File: src/rtl/core/fir_pkg.sv
// ----------------------------------------------------------------------------
// fir_pkg
// Shared constants, types and codes for the 16-bit direct-form FIR filter.
// ----------------------------------------------------------------------------
package fir_pkg;

  localparam int TAPS    = 256;
  localparam int AW      = (TAPS > 1) ? $clog2(TAPS) : 1;
  localparam int DW      = 16;
  localparam int PROD_W  = 2 * DW;
  localparam int ACC_W   = PROD_W + AW;
  localparam int Q_SHIFT = 15;
  localparam int QW      = ACC_W - Q_SHIFT;
  localparam int TDATA_W = 40;

  localparam logic KIND_SAMPLE = 1'b0;
  localparam logic KIND_COEF   = 1'b1;

  typedef enum logic [3:0] {
    ST_CLEAR = 4'b0001,
    ST_IDLE  = 4'b0010,
    ST_RUN   = 4'b0100,
    ST_WAIT  = 4'b1000
  } state_e;

  typedef struct packed {
    logic                 hist_we;
    logic [AW-1:0]        hist_waddr;
    logic signed [DW-1:0] hist_wdata;
    logic [AW-1:0]        hist_raddr;
    logic                 coef_we;
    logic [AW-1:0]        coef_waddr;
    logic signed [DW-1:0] coef_wdata;
    logic [AW-1:0]        coef_raddr;
  } mem_req_t;

  typedef struct packed {
    logic clr;
    logic rd_v;
  } mac_ctl_t;

endpackage

File: src/rtl/core/fir_mac.sv
// ----------------------------------------------------------------------------
// fir_mac
// Registered multiply, accumulate, then Q15 scaling with saturation.
// ----------------------------------------------------------------------------
module fir_mac (
  input  logic                          clk_i,
  input  logic                          rst_ni,
  input  fir_pkg::mac_ctl_t             ctl_i,
  input  logic signed [fir_pkg::DW-1:0] hist_i,
  input  logic signed [fir_pkg::DW-1:0] coef_i,
  output logic                          busy_o,
  output logic signed [fir_pkg::DW-1:0] result_o
);

  logic signed [fir_pkg::PROD_W-1:0] prod_q;
  logic                              prod_v_q;
  logic signed [fir_pkg::ACC_W-1:0]  acc_q;
  logic signed [fir_pkg::ACC_W-1:0]  biased;
  logic signed [fir_pkg::QW-1:0]     quot;

  always_ff @(posedge clk_i or negedge rst_ni) begin
    if (!rst_ni) begin
      prod_v_q <= 1'b0;
    end else begin
      prod_v_q <= ctl_i.rd_v;
    end
  end

  always_ff @(posedge clk_i) begin
    if (ctl_i.rd_v) begin
      prod_q <= hist_i * coef_i;
    end
    if (ctl_i.clr) begin
      acc_q <= '0;
    end else if (prod_v_q) begin
      acc_q <= acc_q + fir_pkg::ACC_W'(prod_q);
    end
  end

  // divide by 2^15 rounding toward zero
  always_comb begin
    if (acc_q[fir_pkg::ACC_W-1]) begin
      biased = acc_q + $signed(fir_pkg::ACC_W'((1 << fir_pkg::Q_SHIFT) - 1));
    end else begin
      biased = acc_q;
    end
    quot = fir_pkg::QW'(biased >>> fir_pkg::Q_SHIFT);
    if (quot > $signed(fir_pkg::QW'(32767))) begin
      result_o = 16'sh7fff;
    end else if (quot < $signed(fir_pkg::QW'(-32768))) begin
      result_o = 16'sh8000;
    end else begin
      result_o = quot[fir_pkg::DW-1:0];
    end
  end

  assign busy_o = ctl_i.rd_v | prod_v_q;

endmodule

File: config.mk
export PLATFORM = sky130hd
export DESIGN_NAME = fir_mac
export DESIGN_NICKNAME = d
export VERILOG_FILES = /design/src/rtl/core/fir_pkg.sv /design/src/rtl/core/fir_mac.sv
export SDC_FILE = /design/constraint.sdc
export NUM_CORES = 1
export LEC_CHECK = 0
export ABC_AREA = 1
export ABC_CLOCK_PERIOD_IN_PS = 2300
export BUFFER_PORTS_ARGS = -buffer_cell sky130_fd_sc_hd__buf_2
export CORE_UTILIZATION = 47
export DETAILED_ROUTE_END_ITERATION = 10
export MAX_ROUTING_LAYER = met4
export PLACE_DENSITY_LB_ADDON = 0.12
export SLEW_MARGIN = 20
export SYNTH_ARGS = -nofsm -noshare
export SYNTH_HDL_FRONTEND = slang
export SYNTH_SLANG_ARGS = --single-unit
File: constraint.sdc
create_clock -name clk_i -period 2.3 [get_ports clk_i]
set_input_delay 0.345 -clock clk_i [delete_from_list [all_inputs] [get_ports clk_i]]
set_output_delay 0.345 -clock clk_i [all_outputs]
set_load 0.01 [all_outputs]
Yosys cells after proc, flatten, opt, wreduce, memory -nomap -nowiden
Index checks and enable logic that the tools add are counted.

storage, ports and cells
  logic and storage cells = 12
  output and inout port bits = 17
  bits in registers = 73

operators by class
  $lt $le $gt $ge = 2
  bitwise gates (word level) = 1
  add/sub/neg operators = 2
  muxes and demuxes = 3
  multipliers = 1

operators with widths
  kind                      number
  $add A40 B16 Y40 const B  1
  $add A40 B32 Y40          1
  $mux W40                  1
  $mul A16 B16 Y32          1
  $mux W16                  2
  $gt A25 B16 Y1 const B    1
  $lt A25 B16 Y1 const B    1
  $or A1 B1 Y1              1

Longest topological paths before layout
  depth in word-level cells = 5
  depth in mapped cells = 28
  mapped depth without buffers = 26

Least setup slack after synthesis
Ideal clock, no wire load.

  path type = input -> register
  from = input coef_i[2] (netlist name)
  to = register prod_q[29] (netlist name), data pin
  setup slack = -3.746 ns
  cell stages on the path = 24
  data arrival time = 5.786 ns
  setup time = 0.260 ns
  cell sequence = clkbuf_1 -> clkbuf_1 -> nand2_1 -> inv_1 -> fa_1 -> inv_1 -> fa_1 -> inv_1 -> fa_1 -> fa_1 -> fa_1 -> inv_1 -> fa_1 -> inv_1 -> ha_1 -> nand2_1 -> nor4_1 -> nand3_1 -> nand3_1 -> nand2_1 -> nand2_1 -> nand2_1 -> nand2_1 -> xor2_1

on the way
  longest elaborated chain between the ends = 1

ends and longest elaborated chain
  element                 line           text
  start: declaration      fir_mac.sv:10  input logic signed [fir_pkg::DW-1:0] coef_i,
  $mul A16 B16 Y32        fir_mac.sv:31  prod_q <= hist_i * coef_i;
  end signal: assignment  fir_mac.sv:31
  end: declaration        fir_mac.sv:15  logic signed [fir_pkg::PROD_W-1:0] prod_q;

Every way passes these cells.
A chain may end at the register's enable or synchronous reset.

Worst setup path after layout
  from = input coef_i[15] (netlist name)
  to = register prod_q[30] (netlist name), data pin

The elaborated chain is that of the path after synthesis.

==> flow_metrics.env <==
export IMPL_fin_ws_ns=-2.864
export IMPL_max_freq_mhz=193.7
export IMPL_grt_max_degree=43
export IMPL_wl_per_cell_microns=15.27
export IMPL_grt_pass1_wl_mm=75.41
export IMPL_synth_edf_count=32
export IMPL_cts_path_max_buffers=2
export IMPL_synth_nets=2640
export IMPL_fin_nets=2987
export IMPL_clkSlewWorstSetupHoldPaths_ns=0.06
export IMPL_critPathKind="primary input to flop"
export IMPL_crit_slowest_cell="fa_1"
export IMPL_ys_flop_type="dfxtp_1"
export IMPL_drcViolationCount=0
export IMPL_fin_skew_ns=0.01044
export IMPL_gp_congestion=0.9549
export IMPL_antenna_found_initial=0
export IMPL_synth_top_family_by_area="adder cells"
export IMPL_setup_viol=45
export IMPL_slew_limit_headroom_pct=69.91
export IMPL_syn_area_per_cell_sq_um=7.304
export IMPL_synthCells=2220
export IMPL_cap_violations=0
export IMPL_synthAdderAreaFrac_pct=41.81
export IMPL_num_rows=67
export IMPL_synth_compound_area_share_pct=8.148
export IMPL_grt_use_total_pct=27.33
export IMPL_cts_root_buf="clkbuf_16"
export IMPL_r2r_end="acc_q[29]"
export IMPL_rr_worst_depth=16
export IMPL_die_area_sq_mm=0.03525
export IMPL_netlist_top_cell_by_area="fa_1"
export IMPL_critPathMostFrequentCell="fa_1"
export IMPL_ant_nets=0
export IMPL_finalSetupTns_ns=-74.83
export IMPL_hold_class="primary input to async pin"
export IMPL_period_share_pct=224.5
export IMPL_final_layout_size_suffix_gt1_share_pct=32.35
export IMPL_dr_pass1_iters=6
export IMPL_worstPathRequired_ns=2.41
export IMPL_crit_chain="buf_8 -> clkinvlp_4 -> buf_12 -> or2_4 -> fa_1 -> inv_1 -> fa_1 -> inv_1 -> fa_1 -> inv_2 -> fa_1 -> fa_1 -> inv_1 -> fa_1 -> inv_2 -> ha_4 -> nand2_4 -> nor2_4 -> nand4_1 -> buf_4 -> o2111a_1 -> nand3_1 -> nand2_1"
export IMPL_cts_tree="yes"
export IMPL_yosysSeqAreaShare_pct=11.02
export IMPL_synth_simple_area_share_pct=20.01
export IMPL_dieWidth_microns=187.7
export IMPL_core_area_sq_mm=0.03370
export IMPL_ys_top_cells_by_count="inv_1 (586), nand2_1 (504), fa_1 (263), nor2_1 (160), ha_1 (121)"
export IMPL_regToRegSetupSlack_ns=-0.03
export IMPL_synthMuxAreaShare_pct=0
export IMPL_initial_core_util_pct=48.12
export IMPL_nFillCells=2861
export IMPL_ys_seq_elements=73
export IMPL_synth_xor_area_share_pct=3.619
export IMPL_dpl_hpwl_mm=37.98
export IMPL_yosysTopAreaCellShare_pct=32.47
export IMPL_cts_buffers=9
export IMPL_via_per_inst=4.890
export IMPL_async_flop_share_pct=1.370
export IMPL_antenna_cells=0
export IMPL_arrival_ns=5.27
export IMPL_synth_area_leaders="fa_1 (32%), inv_1 (14%), nand2_1 (12%)"
export IMPL_drt_total_wl_mm=46.12
export IMPL_dp_slack_ns=-3.398
export IMPL_cts_sinks=73
export IMPL_slew_viol_final=0
export IMPL_synthToLayoutAreaGrowth_pct=36.72
export IMPL_vias=14768
export IMPL_grt_pass1_vias=15571
export IMPL_worstMarginPinSlew_ns=0.4514
export IMPL_insertion_delay_ns=0.35
export IMPL_drtIter0Drc=668
export IMPL_htreeDepth=3
export IMPL_yosysMostFrequentCell="inv_1"
export IMPL_crit_path_max_incr_delay_ns=0.54
export IMPL_ios=53
export IMPL_timing_hold_ws_ns=0.3025
export IMPL_cp_start_kind="primary input"
export IMPL_die_h_microns=187.7
export IMPL_path_max_fanout=3
export IMPL_reg2reg_from="acc_q[3]"
export IMPL_yosys_warnings=0
export IMPL_overflow=0
export IMPL_rsz0062_at_grt="true"
export IMPL_hold_violations=0
export IMPL_synth_cell_area_sq_mm=0.01622
export IMPL_min_period_ns=5.164
export IMPL_endpoint_kind="flop"
export IMPL_numPortBuffers=52
export IMPL_place_area_sq_mm=0.01960
export IMPL_yosys_cell_types_count=44
export IMPL_status="complete, but fails checks"
export IMPL_final_cell_area_sq_mm=0.02217
export IMPL_violations="setup timing"
[registers in the layout, indices dropped and copies added (netlist names)]
name	count
prod_v_q	1
acc_q	40
prod_q	32
[worst max-delay path, delay by kind of cell]
kind | cells | cell delay, ns
adders and majority gates | 7 | 3.23
buffers and inverters | 9 | 0.77
and+or+nand+nor | 6 | 0.66
AOI/OAI and AO/OA | 1 | 0.24
[cell families after synthesis]
family,count (synthesis)
xor+xnor,67
fa+ha+maj,384
compound gates,242
flops,73
buf+inv,660
simple gates,794
[worst max-delay path by stage]
| stage | from | end |
|---|---|---|
| 4_1_cts | coef_i[15] | prod_q[29] |
| 3_5_place_dp | coef_i[15] | prod_q[30] |
| 3_3_place_gp | hist_i[15] | prod_q[30] |
| 5_1_grt | coef_i[15] | prod_q[29] |
| 2_1_floorplan | coef_i[2] | prod_q[29] |
| 6_report | coef_i[15] | prod_q[30] |
[metal layers]
| layer | wire (microns) | track usage [%] |
|---|---|---|
| met4 | 1415 | 6.848 |
| met3 | 1215 | 1.291 |
| met1 | 20040 | 33.64 |
| met5 | 0 | - |
| met2 | 23450 | 49.03 |
[per-stage QoR]
step / std cells / utilization [%]
2_1_floorplan: 2220 / -
3_3_place_gp: 2937 / 58.17
3_5_place_dp: 2937 / 58.17
4_1_cts: 2991 / 62.39
5_1_grt: 3020 / 65.79
6_report: 3020 / 65.79
[cells in the final DEF (no fill, tap or decap), types with 10 or more instances in the layout]
master / count
nand2_4: 25
clkbuf_16: 12
a21oi_1: 70
buf_2: 20
ha_1: 69
nand2_2: 62
edfxtp_1: 32
nor3_1: 11
fa_1: 244
buf_12: 16
nand4_1: 16
inv_1: 525
dfxtp_2: 26
xor2_1: 41
nor2_1: 118
nand3_2: 12
fa_2: 19
ha_2: 10
dfxtp_1: 11
nand2_1: 427
buf_6: 67
a21oi_2: 36
nand3_1: 49
ha_4: 42
a21oi_4: 11
o21ai_1: 28
o21ai_0: 52
nor2_2: 30
xnor2_1: 18
nor2_4: 19
inv_2: 58
buf_4: 292
[layout make-up]
type | count | area [sq um] | area share [%]
Clock buffer | 11 | 275.3 | 1.242
Inverter | 587 | 2217 | 10.00
Timing Repair Buffer | 406 | 3542 | 15.98
Sequential cell | 73 | 1831 | 8.257
Timing Repair inverter | 1 | 7.507 | 0.03386
Multi-Input combinational cell | 1489 | 13680 | 61.70
Clock inverter | 5 | 57.56 | 0.2596
Tap cell | 448 | 560.5 | 2.528
[repair_timing]
item                                   in CTS  in global routing
resized for setup                         230                269
buffers inserted                           36                 30
cloned                                      3                  2
endpoints found under the hold margin       1                  0
pin swaps                                 133                166
setup endpoints to repair                  63                 73
hold buffers                                1                  0
Power is left out: the tool's default activity adds up to more than one toggle a clock period on the data nets, which glitch-free logic cannot reach.
